[config.mk]
export PLATFORM = sky130hd
export DESIGN_NAME = seven_bit_frame_decoder
export DESIGN_NICKNAME = d
export VERILOG_FILES = /design/src/design/sbfd_pkg.sv /design/src/design/seven_bit_frame_decoder.sv
export SDC_FILE = /design/constraint.sdc
export NUM_CORES = 1
export LEC_CHECK = 0
export BUFFER_PORTS_ARGS = -buffer_cell sky130_fd_sc_hd__buf_4
export CORE_ASPECT_RATIO = 0.6
export CORE_MARGIN = 5
export CORE_UTILIZATION = 45
export DETAILED_ROUTE_END_ITERATION = 8
export GPL_ROUTABILITY_DRIVEN = 0
export PLACE_DENSITY = 0.63
export SLEW_MARGIN = 5
export SYNTH_ARGS = -nofsm -noshare
export SYNTH_HDL_FRONTEND = slang
export SYNTH_SLANG_ARGS = --single-unit
[constraint.sdc]
create_clock -name clk -period 4.2 [get_ports clk]
set_input_delay 0.84 -clock clk [delete_from_list [all_inputs] [get_ports clk]]
set_output_delay 0.84 -clock clk [all_outputs]
set_load 0.005 [all_outputs]
[src/design/sbfd_pkg.sv]
// sbfd_pkg: shared constants for the seven-bit frame decoder
// link byte codes, fill state encoding and output bus layout
// no dependencies
`default_nettype none

package sbfd_pkg;

	// default frame size limit in payload bytes
	localparam int DEF_MAX_FRAME_BYTES = 256;

	// top two bits of a link byte
	localparam logic [1:0] TOP_START = 2'b10;
	localparam logic [1:0] TOP_END   = 2'b11;

	// bit counts held in the partial byte, none held
	localparam logic [3:0] FILL_NONE = 4'd8;

	// output bus layout
	localparam int IDX_W   = 8;
	localparam int VAL_W   = 8;
	localparam int LEN_W   = 9;
	localparam int TDATA_W = 32;
	localparam int TUSER_W = 2;

	localparam int USER_BYTE_VALID  = 0;
	localparam int USER_FRAME_BEGIN = 1;

endpackage

`default_nettype wire

[src/design/seven_bit_frame_decoder.sv]
// Bytes from the link enter on s_* at up to one transfer per clock and are
// unpacked into payload bytes; every accepted byte gives exactly one result
// transfer on m_* from the result register. While m_tready is high the rate is
// one byte per cycle: the frame state (fill count, partial byte, byte count) is
// updated by a single pass of shift and compare logic between the input
// register and the result register. A start byte (10xxxxxx) opens a frame and
// flags frame_begin, data bytes (0xxxxxxx) add seven bits, an end byte
// (11xxxxxx) adds up to six closing bits and raises tlast with the frame length.
// Frames longer than MAX_FRAME_BYTES, and ends that find one stray bit, close
// without tlast. Bytes outside a frame give an all-zero result.
//
// seven_bit_frame_decoder: top level, frame unpacking state and stream ports
// depends on sbfd_pkg
`default_nettype none

module seven_bit_frame_decoder #(
	parameter int MAX_FRAME_BYTES = sbfd_pkg::DEF_MAX_FRAME_BYTES
) (
	input  wire                              clk,
	input  wire                              arst_n,
	input  wire                              s_tvalid,
	output logic                             s_tready,
	input  wire  [7:0]                       s_tdata,  // rx_byte
	output logic                             m_tvalid,
	input  wire                              m_tready,
	// byte_index[7:0], byte_value[15:8], frame_length[24:16], zero[31:25]
	output logic [sbfd_pkg::TDATA_W-1:0]     m_tdata,
	output logic [sbfd_pkg::TUSER_W-1:0]     m_tuser,  // byte_valid[0], frame_begin[1]
	output logic                             m_tlast   // frame_done
);
	import sbfd_pkg::*;

	localparam int CNT_W = $clog2(MAX_FRAME_BYTES + 1);
	localparam logic [CNT_W-1:0] CNT_MAX = CNT_W'(MAX_FRAME_BYTES);

	// input stage
	logic [7:0] rx_s1;
	logic       valid_s1;
	logic       advance;

	// frame state
	logic             in_frame_q, in_frame_n;
	logic [3:0]       filled_q, filled_n;
	logic [7:0]       partial_q, partial_n;
	logic [CNT_W-1:0] cnt_q, cnt_n;
	logic             ovf_q, ovf_n;

	// result
	logic             bv, begin_f, done_f;
	logic [CNT_W-1:0] idx_c, len_c;
	logic [7:0]       val_c;
	logic [31:0]      idx_w, len_w;
	logic [7:0]       data8, end8;
	logic             ok;

	assign advance  = valid_s1 && (!m_tvalid || m_tready);
	assign s_tready = !valid_s1 || advance;

	always_ff @(posedge clk or negedge arst_n) begin
		if (!arst_n) begin
			valid_s1 <= 1'b0;
		end else if (s_tready) begin
			valid_s1 <= s_tvalid;
		end
	end

	always_ff @(posedge clk) begin
		if (s_tvalid && s_tready) begin
			rx_s1 <= s_tdata;
		end
	end

	always_comb begin
		data8      = {1'b0, rx_s1[6:0]};
		end8       = {2'b00, rx_s1[5:0]};
		in_frame_n = in_frame_q;
		filled_n   = filled_q;
		partial_n  = partial_q;
		cnt_n      = cnt_q;
		ovf_n      = ovf_q;
		bv         = 1'b0;
		begin_f    = 1'b0;
		done_f     = 1'b0;
		idx_c      = '0;
		len_c      = '0;
		val_c      = '0;
		ok         = 1'b0;
		priority if (rx_s1[7:6] == TOP_START) begin
			in_frame_n = 1'b1;
			ovf_n      = 1'b0;
			cnt_n      = '0;
			partial_n  = {rx_s1[5:0], 2'b00};
			filled_n   = 4'd6;
			begin_f    = 1'b1;
		end else if (!in_frame_q) begin
			// outside a frame
		end else if (rx_s1[7:6] == TOP_END) begin
			ok = !ovf_q;
			if (ok && filled_q != FILL_NONE) begin
				if (filled_q < 4'd2 || filled_q > 4'd7) begin
					ok = 1'b0;
				end else if (cnt_q >= CNT_MAX) begin
					ok = 1'b0;
				end else begin
					bv    = 1'b1;
					idx_c = cnt_q;
					val_c = partial_q | (end8 >> (filled_q - 4'd2));
					len_c = cnt_q + 1'b1;
				end
			end else begin
				len_c = cnt_q;
			end
			if (ok) begin
				done_f = 1'b1;
			end else begin
				bv    = 1'b0;
				idx_c = '0;
				val_c = '0;
				len_c = '0;
			end
			in_frame_n = 1'b0;
			filled_n   = FILL_NONE;
			partial_n  = '0;
			cnt_n      = '0;
			ovf_n      = 1'b0;
		end else if (!ovf_q) begin
			if (filled_q >= FILL_NONE || filled_q == 4'd0) begin
				partial_n = data8 << 1;
				filled_n  = 4'd7;
			end else if (cnt_q >= CNT_MAX) begin
				ovf_n = 1'b1;
			end else begin
				bv    = 1'b1;
				idx_c = cnt_q;
				val_c = partial_q | (data8 >> (filled_q - 4'd1));
				cnt_n = cnt_q + 1'b1;
				if (filled_q == 4'd1) begin
					partial_n = '0;
					filled_n  = FILL_NONE;
				end else begin
					partial_n = data8 << (4'd9 - filled_q);
					filled_n  = filled_q - 4'd1;
				end
			end
		end
		idx_w = 32'(idx_c);
		len_w = 32'(len_c);
	end

	always_ff @(posedge clk or negedge arst_n) begin
		if (!arst_n) begin
			in_frame_q <= 1'b0;
			filled_q   <= FILL_NONE;
			partial_q  <= '0;
			cnt_q      <= '0;
			ovf_q      <= 1'b0;
			m_tvalid   <= 1'b0;
		end else begin
			if (advance) begin
				in_frame_q <= in_frame_n;
				filled_q   <= filled_n;
				partial_q  <= partial_n;
				cnt_q      <= cnt_n;
				ovf_q      <= ovf_n;
			end
			if (advance) begin
				m_tvalid <= 1'b1;
			end else if (m_tready) begin
				m_tvalid <= 1'b0;
			end
		end
	end

	always_ff @(posedge clk) begin
		if (advance) begin
			m_tdata <= {{(TDATA_W - IDX_W - VAL_W - LEN_W){1'b0}},
				len_w[LEN_W-1:0], val_c, idx_w[IDX_W-1:0]};
			m_tuser[USER_BYTE_VALID]  <= bv;
			m_tuser[USER_FRAME_BEGIN] <= begin_f;
			m_tlast <= done_f;
		end
	end

endmodule

`default_nettype wire

==> flow_summary.json, run 1 <==
{
  "outcome": "complete, no violations",
  "drive_gt1_share_pct": 18.6,
  "cts_sinks": 61,
  "cts_tree": "yes",
  "synthDistinctLibCells": 64,
  "synth_cells": 355,
  "holdWs_ns": 0.412,
  "die_area_um2": 9970,
  "numPortBuffers": 41,
  "grt-ovfl-total": 0,
  "slowest_stage": "dfrtp_1",
  "hold_violations": 0,
  "cp-startpoint": "filled_q[1]",
  "path_clk_slew_ns": 0.06,
  "dpl_cell_area_um2": 3930,
  "grt_pass1_vias": 2695,
  "drc_errors": 0,
  "dominantRegCellSynth": "edfxtp_1",
  "avgRoutedWirePerCell_um": 18.7,
  "met3_length_um": 1310,
  "antenna_found_initial": 0,
  "critPathMaxFanout": 13,
  "avgViaCountPerCell": 6.04,
  "cts_hold_buf": 0,
  "slowest_delay_ns": 0.59,
  "cts_setup_buffers": 0,
  "clk_path_buf_depth": 2,
  "coreArea_um2": 7850,
  "antennaDiodeCount": 0,
  "yosys_warnings": 0,
  "synth_adder_area_share_pct": 2.08,
  "postLayoutCoreUtil_pct": 53.4,
  "fin_nets": 405,
  "top_layer_used": "met4",
  "r2r_start": "filled_q[1]",
  "wl_met2_um": 3530,
  "synth-simple-area-share_pct": 19.3,
  "path_delay_family": "compound AO/OA/AOI/OAI gates",
  "start_kind": "flip-flop",
  "wl_met1_um": 4410,
  "cap_viol_max_count": 0,
  "worstPathArrival_ns": 3.00,
  "io_pins": 49,
  "period_minus_slack_ns": 2.79,
  "end_kind": "flip-flop",
  "yosysMostFrequentCell": "edfxtp_1",
  "final_max_slew_viol_count": 0,
  "synthMuxAreaShare_pct": 5.79,
  "clock_latency_ns": 0.34,
  "synth_area_leaders": "edfxtp_1 30%, dfrtp_1 17%, o21ai_0 3.7%",
  "rsz0062_at_grt": "false",
  "tightest_slew_ns": 0.879,
  "ys_seq_elements": 61,
  "powerDensity_nw_per_um2": 632,
  "fmax_mhz": 359,
  "nFillCells": 719,
  "crit_type": "flip-flop to flip-flop",
  "ant_nets": 0,
  "synth_enable_flop_cells": 36,
  "path_buf_inv": 1,
  "finalClockSkew_ns": 0.00975,
  "cp_data_required_time_ns": 4.41,
  "vias": 3019,
  "first_pass_iters": 6,
  "drt-total-wl_um": 9340,
  "yosysSeqAreaShare_pct": 47.3,
  "min_path_type": "input pin to async pin",
  "setup_tns_ns": 0,
  "area.growth.synth_to_final_pct": 16.1,
  "die_x_um": 126,
  "synth_xor_area_share_pct": 0.728,
  "synth_top_area_share_pct": 29.9,
  "cts.repair.resized": 0,
  "grt_first_pass_wirelength_um": 15000,
  "rows": 25,
  "cts-root-buf": "clkbuf_16",
  "r2r_setup_slack_ns": 1.41,
  "relSlewSlack_pct": 41.3,
  "async_flop_share_pct": 41.0,
  "cp_cell_sequence": "inv_2, ha_1, nor2b_1, nor3b_1, o31a_1, nor2_1, a221o_1",
  "synthesis.area_um2": 3610,
  "grtUsageTotal_pct": 19.3,
  "hpwl_um": 6680,
  "drt-initial-drc-count": 359,
  "synth_top_family_by_area": "simple AND/OR/NAND/NOR gates",
  "synth_compound_area_share_pct": 19.2,
  "leakage_uw": 0.00163,
  "h-tree-depth": 3,
  "numCtsBuffers": 9,
  "grt_max_degree": 29,
  "setup_viol": 0,
  "die_y_um": 79.4,
  "start_util_pct": 46.0,
  "fin_area_um2": 4190,
  "fin_crit_sh_pct": 66.3,
  "avgSynthCellArea_um2": 10.2,
  "yosysTopAreaCell": "edfxtp_1",
  "ir_worst_vdd_v": 0.000270,
  "synth_commonest_cells": "36 x edfxtp_1, 27 x nand2_1, 27 x o21ai_0, 25 x nor2_1, 24 x dfrtp_1"
}
## registers in the layout, summed over array words and instances, names as in the netlist, named ones only
name	flops
m_tvalid	1
ovf_q	1
rx_s1	8
valid_s1	1
m_tlast	1
cnt_q	9
m_tdata	25
m_tuser	2
filled_q	4
partial_q	8
## path summary, 6_finish.rpt
path                                     end  depth (start not counted)
worst max-delay path            partial_q[4]                          7
worst min-delay path                cnt_q[2]                          1
worst max register to register  partial_q[4]                          7
worst min register to register  partial_q[0]                          2
max in group asynchronous        filled_q[3]                          1
min in group clk                partial_q[0]                          2
## routing by layer
| metal | up-vias | global-route usage (%) |
|---|---|---|
| li1 | 1377 | - |
| met1 | 1433 | 29.7 |
| met2 | 196 | 23.9 |
| met3 | 13 | 8.49 |
| met4 | 0 | 4.98 |
| met5 | - | 0 |
## area by class of cell
type / instances / area, um2 / share of cell area (%)
inverter: 11 / 41.3 / 0.985
clock inverter: 7 / 32.5 / 0.776
multi-input combinational: 261 / 1730 / 41.2
tap: 108 / 135 / 3.22
timing repair buffer: 43 / 323 / 7.70
clock buffer: 9 / 225 / 5.37
sequential: 61 / 1710 / 40.8
## report_power, final
part           switching (uW)  internal (uW)
Combinational             675            435
Clock                     256            387
Sequential                153            743
Total                    1080           1570
## logic make-up after synthesis
kind of cell             after synthesis
XOR/XNOR                               3
buffers and inverters                 39
flip-flops                            61
other                                  1
adder cells (fa/ha/maj)                6
multiplexers                          16
AND/OR/NAND/NOR                      129
AO/OA/AOI/OAI                        100
## placed cells by master (no fill, tap or decap), drive strengths merged, types with 7 or more instances in the layout
cell and n:
nand3 8, clkbuf 9, nand2 27, nor3 11, inv 11, nor2 25
o31ai 7, a31oi 8, o21ai 28, nand2b 9, mux2i 7, conb 7
and2 14, a21oi 19, buf 43, edfxtp 36, and3 9, dfrtp 24
## per-stage QoR
stage / total power (uW) / setup slack, ns / std cells
after floorplan: 1690 / 1.85 / 361
after global placement: 1990 / 1.45 / 484
after detailed placement: 1970 / 1.45 / 484
after CTS: 2610 / 1.42 / 500
after global routing: 2800 / 1.19 / 500
final: 2650 / 1.41 / 500
Power figures use the tool's default switching activity.
==> run 2: changes to the inputs <==
clock period = 2.6 ns   (was 4.2 ns; I/O delays follow)
==> run 2 against run 1 <==
- sequential share of layout area down 1.1 points
- non-clock buffer count increased by 11
- maximum frequency up 20%
- critical path depth unchanged
==> flow_summary.json, run 2 (synthesis gave the netlist of run 1 again) <==
{
  "path_buf_inv": 1,
  "cts_setup_buffers": 0,
  "cts_tree": "yes",
  "register_area_um2": 1710,
  "power_frac_clock_pct": 25.9,
  "leakage_uw": 0.00169,
  "ant_nets": 0,
  "die_y_um": 79.4,
  "grt_first_pass_wirelength_um": 15100,
  "clock_latency_ns": 0.33,
  "cts-root-buf": "clkbuf_16",
  "reg.largest.list": "m_tdata (25), cnt_q (9)",
  "clk_path_buf_depth": 2,
  "avgRoutedWirePerCell_um": 18.3,
  "grt_pass1_vias": 2784,
  "outcome": "complete, no violations",
  "hold_violations": 0,
  "powerDensity_nw_per_um2": 1040,
  "end_kind": "flip-flop",
  "avgViaCountPerCell": 5.88,
  "io_pins": 49,
  "start_util_pct": 46.0,
  "antennaDiodeCount": 0,
  "grt_max_degree": 30,
  "vias": 3006,
  "grtUsageTotal_pct": 19.7,
  "coreArea_um2": 7850,
  "critPathMaxFanout": 9,
  "drive_gt1_share_pct": 21.3,
  "h-tree-depth": 3,
  "setup_tns_ns": 0,
  "final_common_cell": "buf_4",
  "finalClockSkew_ns": 0.00759,
  "rsz0062_at_grt": "false",
  "relSlewSlack_pct": 54.4,
  "cts.repair.resized": 0,
  "netSwitchingFraction_pct": 39.2,
  "fin_crit_sh_pct": 89.2,
  "p_sw_uw": 1760,
  "drt-total-wl_um": 9370,
  "fin_nets": 416,
  "setup_viol": 0,
  "crit_type": "flip-flop to flip-flop",
  "tightest_slew_ns": 0.680,
  "slowest_stage": "dfrtp_1",
  "cp-startpoint": "filled_q[2]",
  "drc_errors": 0,
  "worstPathArrival_ns": 2.53,
  "numPortBuffers": 41,
  "final_cell_mix": "54 x buf_4, 36 x edfxtp_1, 27 x nand2_1, 27 x o21ai_0, 25 x nor2_1",
  "path_clk_slew_ns": 0.06,
  "first_pass_iters": 5,
  "p_comb_share_pct": 42.6,
  "die_x_um": 126,
  "slowest_delay_ns": 0.49,
  "min_path_type": "input pin to async pin",
  "antenna_found_initial": 0,
  "largest_reg_flops": 25,
  "numCtsBuffers": 9,
  "fmax_mhz": 431,
  "cp_data_required_time_ns": 2.81,
  "drt-initial-drc-count": 323,
  "area.growth.synth_to_final_pct": 19.3,
  "rows": 25,
  "cap_viol_max_count": 0,
  "cts_hold_buf": 0,
  "multi_input_comb_area_um2": 1730,
  "p_seq_share_pct": 31.6,
  "die_area_um2": 9970,
  "period_minus_slack_ns": 2.32,
  "final_max_slew_viol_count": 0,
  "grt-ovfl-total": 0,
  "ir_worst_vdd_v": 0.000418,
  "cp_cell_sequence": "inv_1, ha_1, nand2_1, a21boi_1, nor2_1, a31o_2, a221o_1",
  "path_delay_family": "compound AO/OA/AOI/OAI gates",
  "cts_sinks": 61,
  "top_register": "m_tdata",
  "hpwl_um": 6790,
  "nFillCells": 691,
  "start_kind": "flip-flop",
  "r2r_start": "filled_q[2]",
  "postLayoutCoreUtil_pct": 54.9,
  "power.internal_uw": 2720
}
-- run 2: per-layer routing --
layer	part of all wire (%)	global-route usage (%)
met1	47	29.7
met2	38	24.9
met3	13	8.22
met4	1.7	6.06
met5	0	0
-- run 2: worst paths after layout --
check                          endpoint  slack (ns)  cells after the start
setup / recovery           partial_q[3]        0.28                      7
hold / removal                 valid_s1         0.1                      1
setup reg to reg           partial_q[3]        0.28                      7
hold reg to reg            partial_q[0]        0.50                      2
max in group asynchronous   filled_q[3]        2.20                      1
min in group clk               rx_s1[6]        0.36                      1
-- run 2: worst reg2reg max path: stages (launching register included) --
cell,delay [ns]
dfrtp_1,0.49
inv_1,0.14
ha_1,0.26
nand2_1,0.12
a21boi_1,0.47
nor2_1,0.13
a31o_2,0.26
a221o_1,0.32
-- run 2: power by group through the flow --
stage / combinational (uW) / sequential, uW / clock [uW]
finish: 1910 / 1410 / 1160
global placement: 1850 / 1420 / 0
detailed placement: 1850 / 1420 / 0
floorplan: 1410 / 1320 / 0
CTS: 1860 / 1400 / 1190
global route: 2070 / 1430 / 1240
-- run 2: final cells by class --
class,count,share of cell area [%]
clock buffers,10,5.32
inverters,11,0.958
well taps,108,3.14
multi-input cells,261,40.1
flip-flops and latches,61,39.6
repair buffers,54,9.41
clock inverters,6,1.48
-- run 2: through the flow --
step	instance area (um2)	worst slack [ns]	hold WS [ns]	cells	total power (uW)
final	4310	0.280	0.0951	511	4480
after global routing	4310	0.133	0.113	511	4740
after CTS	4310	0.311	0.0963	511	4450
after detailed placement	4020	0.354	0.455	495	3270
after global placement	4020	0.443	0.455	495	3260
after floorplan	3630	0.246	0.224	361	2720
==> run 3: changes to the inputs <==
PLACE_DENSITY = not set   (was 0.63)
==> run 3 against run 2 <==
- design area rose by 0.20%
- worst hold slack improved by 0.014 ns
- setup slack lost 0.060 ns
- clock power hardly changed
- critical path depth increased by 1
- sequential power about the same
- highest routed layer unchanged
==> flow_summary.json, run 3 (synthesis gave the netlist of run 1 again) <==
{
  "outcome": "complete, no violations",
  "r2r_start": "filled_q[1]",
  "avgViaCountPerCell": 5.80,
  "fmax_mhz": 420,
  "numPortBuffers": 41,
  "die_area_um2": 9970,
  "cts_hold_buf": 0,
  "numCtsBuffers": 9,
  "drt-total-wl_um": 9580,
  "power.internal_uw": 2730,
  "grt-ovfl-total": 0,
  "crit_type": "flip-flop to flip-flop",
  "critPathMaxFanout": 10,
  "cap_viol_max_count": 0,
  "start_util_pct": 46.0,
  "clock_latency_ns": 0.33,
  "end_kind": "flip-flop",
  "largest_reg_flops": 25,
  "period_minus_slack_ns": 2.38,
  "ir_worst_vdd_v": 0.000404,
  "path_clk_slew_ns": 0.06,
  "hold_violations": 0,
  "worstPathArrival_ns": 2.59,
  "drt-initial-drc-count": 291,
  "tightest_slew_ns": 0.664,
  "grt_pass1_vias": 2797,
  "holdWs_ns": 0.109,
  "setup_tns_ns": 0,
  "min_path_type": "input pin to async pin",
  "final_cell_mix": "54 x buf_4, 36 x edfxtp_1, 27 x nand2_1, 27 x o21ai_0, 25 x nor2_1",
  "powerDensity_nw_per_um2": 1040,
  "p_seq_share_pct": 31.2,
  "hpwl_um": 7040,
  "cts_tree": "yes",
  "drc_errors": 0,
  "grtUsageTotal_pct": 20.1,
  "clk_path_buf_depth": 2,
  "start_kind": "flip-flop",
  "relSlewSlack_pct": 55.2,
  "area.growth.synth_to_final_pct": 19.6,
  "rows": 25,
  "p_total_uw": 4510,
  "netSwitchingFraction_pct": 39.5,
  "nFillCells": 689,
  "h-tree-depth": 3,
  "cts.repair.resized": 0,
  "power_frac_clock_pct": 26.3,
  "die_y_um": 79.4,
  "io_pins": 49,
  "cts-root-buf": "clkbuf_16",
  "r2r_setup_slack_ns": 0.22,
  "reg.largest.list": "m_tdata (25), cnt_q (9)",
  "grt_first_pass_wirelength_um": 15500,
  "cp-startpoint": "filled_q[1]",
  "cts_setup_buffers": 0,
  "finalClockSkew_ns": 0.0105,
  "avgRoutedWirePerCell_um": 18.7,
  "p_sw_uw": 1780,
  "cts_sinks": 61,
  "setup_viol": 0,
  "antenna_found_initial": 0,
  "first_pass_iters": 5,
  "top_register": "m_tdata",
  "grt_max_degree": 30,
  "drive_gt1_share_pct": 21.8,
  "postLayoutCoreUtil_pct": 55.0,
  "p_comb_share_pct": 42.5,
  "cp_data_required_time_ns": 2.81,
  "ant_nets": 0,
  "ff2ff_path_depth": 8,
  "worstReg2RegEnd": "partial_q[3]",
  "coreArea_um2": 7850,
  "dp_slack_ns": 0.339,
  "antennaDiodeCount": 0,
  "rsz0062_at_grt": "false",
  "vias": 2966,
  "final_common_cell": "buf_4",
  "fin_ws_ns": 0.220,
  "fin_crit_sh_pct": 91.6,
  "fin_nets": 416,
  "leakage_uw": 0.00170,
  "final_max_slew_viol_count": 0,
  "critPathCapture": "partial_q[3]",
  "die_x_um": 126
}
run 3: changes by cell type in the layout (fill, tap and decap cells not counted):
cell / delta
clkinvlp_4: -2
clkinv_1: -1
clkinv_2: +1
clkinv_4: +3
clkbuf_1: -1
run 3: metal layers:
layer | share of wire [%] | global-route usage (%) | vias up | wire length (um)
met5 | 0 | 0 | - | 0
met4 | 0.85 | 4.65 | 0 | 81
met3 | 12 | 8.49 | 8 | 1190
met2 | 38 | 25.4 | 155 | 3610
met1 | 49 | 31.1 | 1401 | 4700
li1 | - | - | 1402 | -
run 3: critical path: stages (launching register included):
cell and delay [ns]:
dfrtp_1 0.39, inv_2 0.10, buf_4 0.20, ha_1 0.19
nand2b_1 0.15, a21boi_1 0.52, nor2_1 0.14, a31o_2 0.26
a221o_1 0.32
run 3: power by group through the flow:
stage               Combinational (uW)  Sequential [uW]  Clock (uW)
finish                            1910             1410        1190
CTS                               1870             1390        1210
detailed placement                1860             1410           0
floorplan                         1410             1320           0
global placement                  1870             1410           0
global route                      2090             1430        1270
run 3: layout make-up:
cell class                      count  area, um2  share of cell area [%]
Clock buffer                        9        225                    5.22
Clock inverter                      7       76.3                    1.77
Inverter                           11       41.3                   0.957
Multi-Input combinational cell    261       1730                    40.0
Sequential cell                    61       1710                    39.6
Tap cell                          108        135                    3.13
Timing Repair Buffer               54        405                    9.39
run 3: through the flow:
stage | cell area [um2] | cells
after floorplan | 3630 | 361
after global placement | 4020 | 495
after detailed placement | 4020 | 495
after CTS | 4320 | 511
after global routing | 4320 | 511
final | 4320 | 511
run 3: worst min-delay path by stage:
stage                         to  depth (start not counted)  slack [ns]   start
global route        partial_q[5]                          1        0.13  arst_n
CTS                 partial_q[5]                          1        0.11  arst_n
floorplan              async pin                          0        0.22  arst_n
global placement        m_tvalid                          1        0.46  arst_n
detailed placement      m_tvalid                          1        0.47  arst_n
finish              partial_q[5]                          1        0.11  arst_n
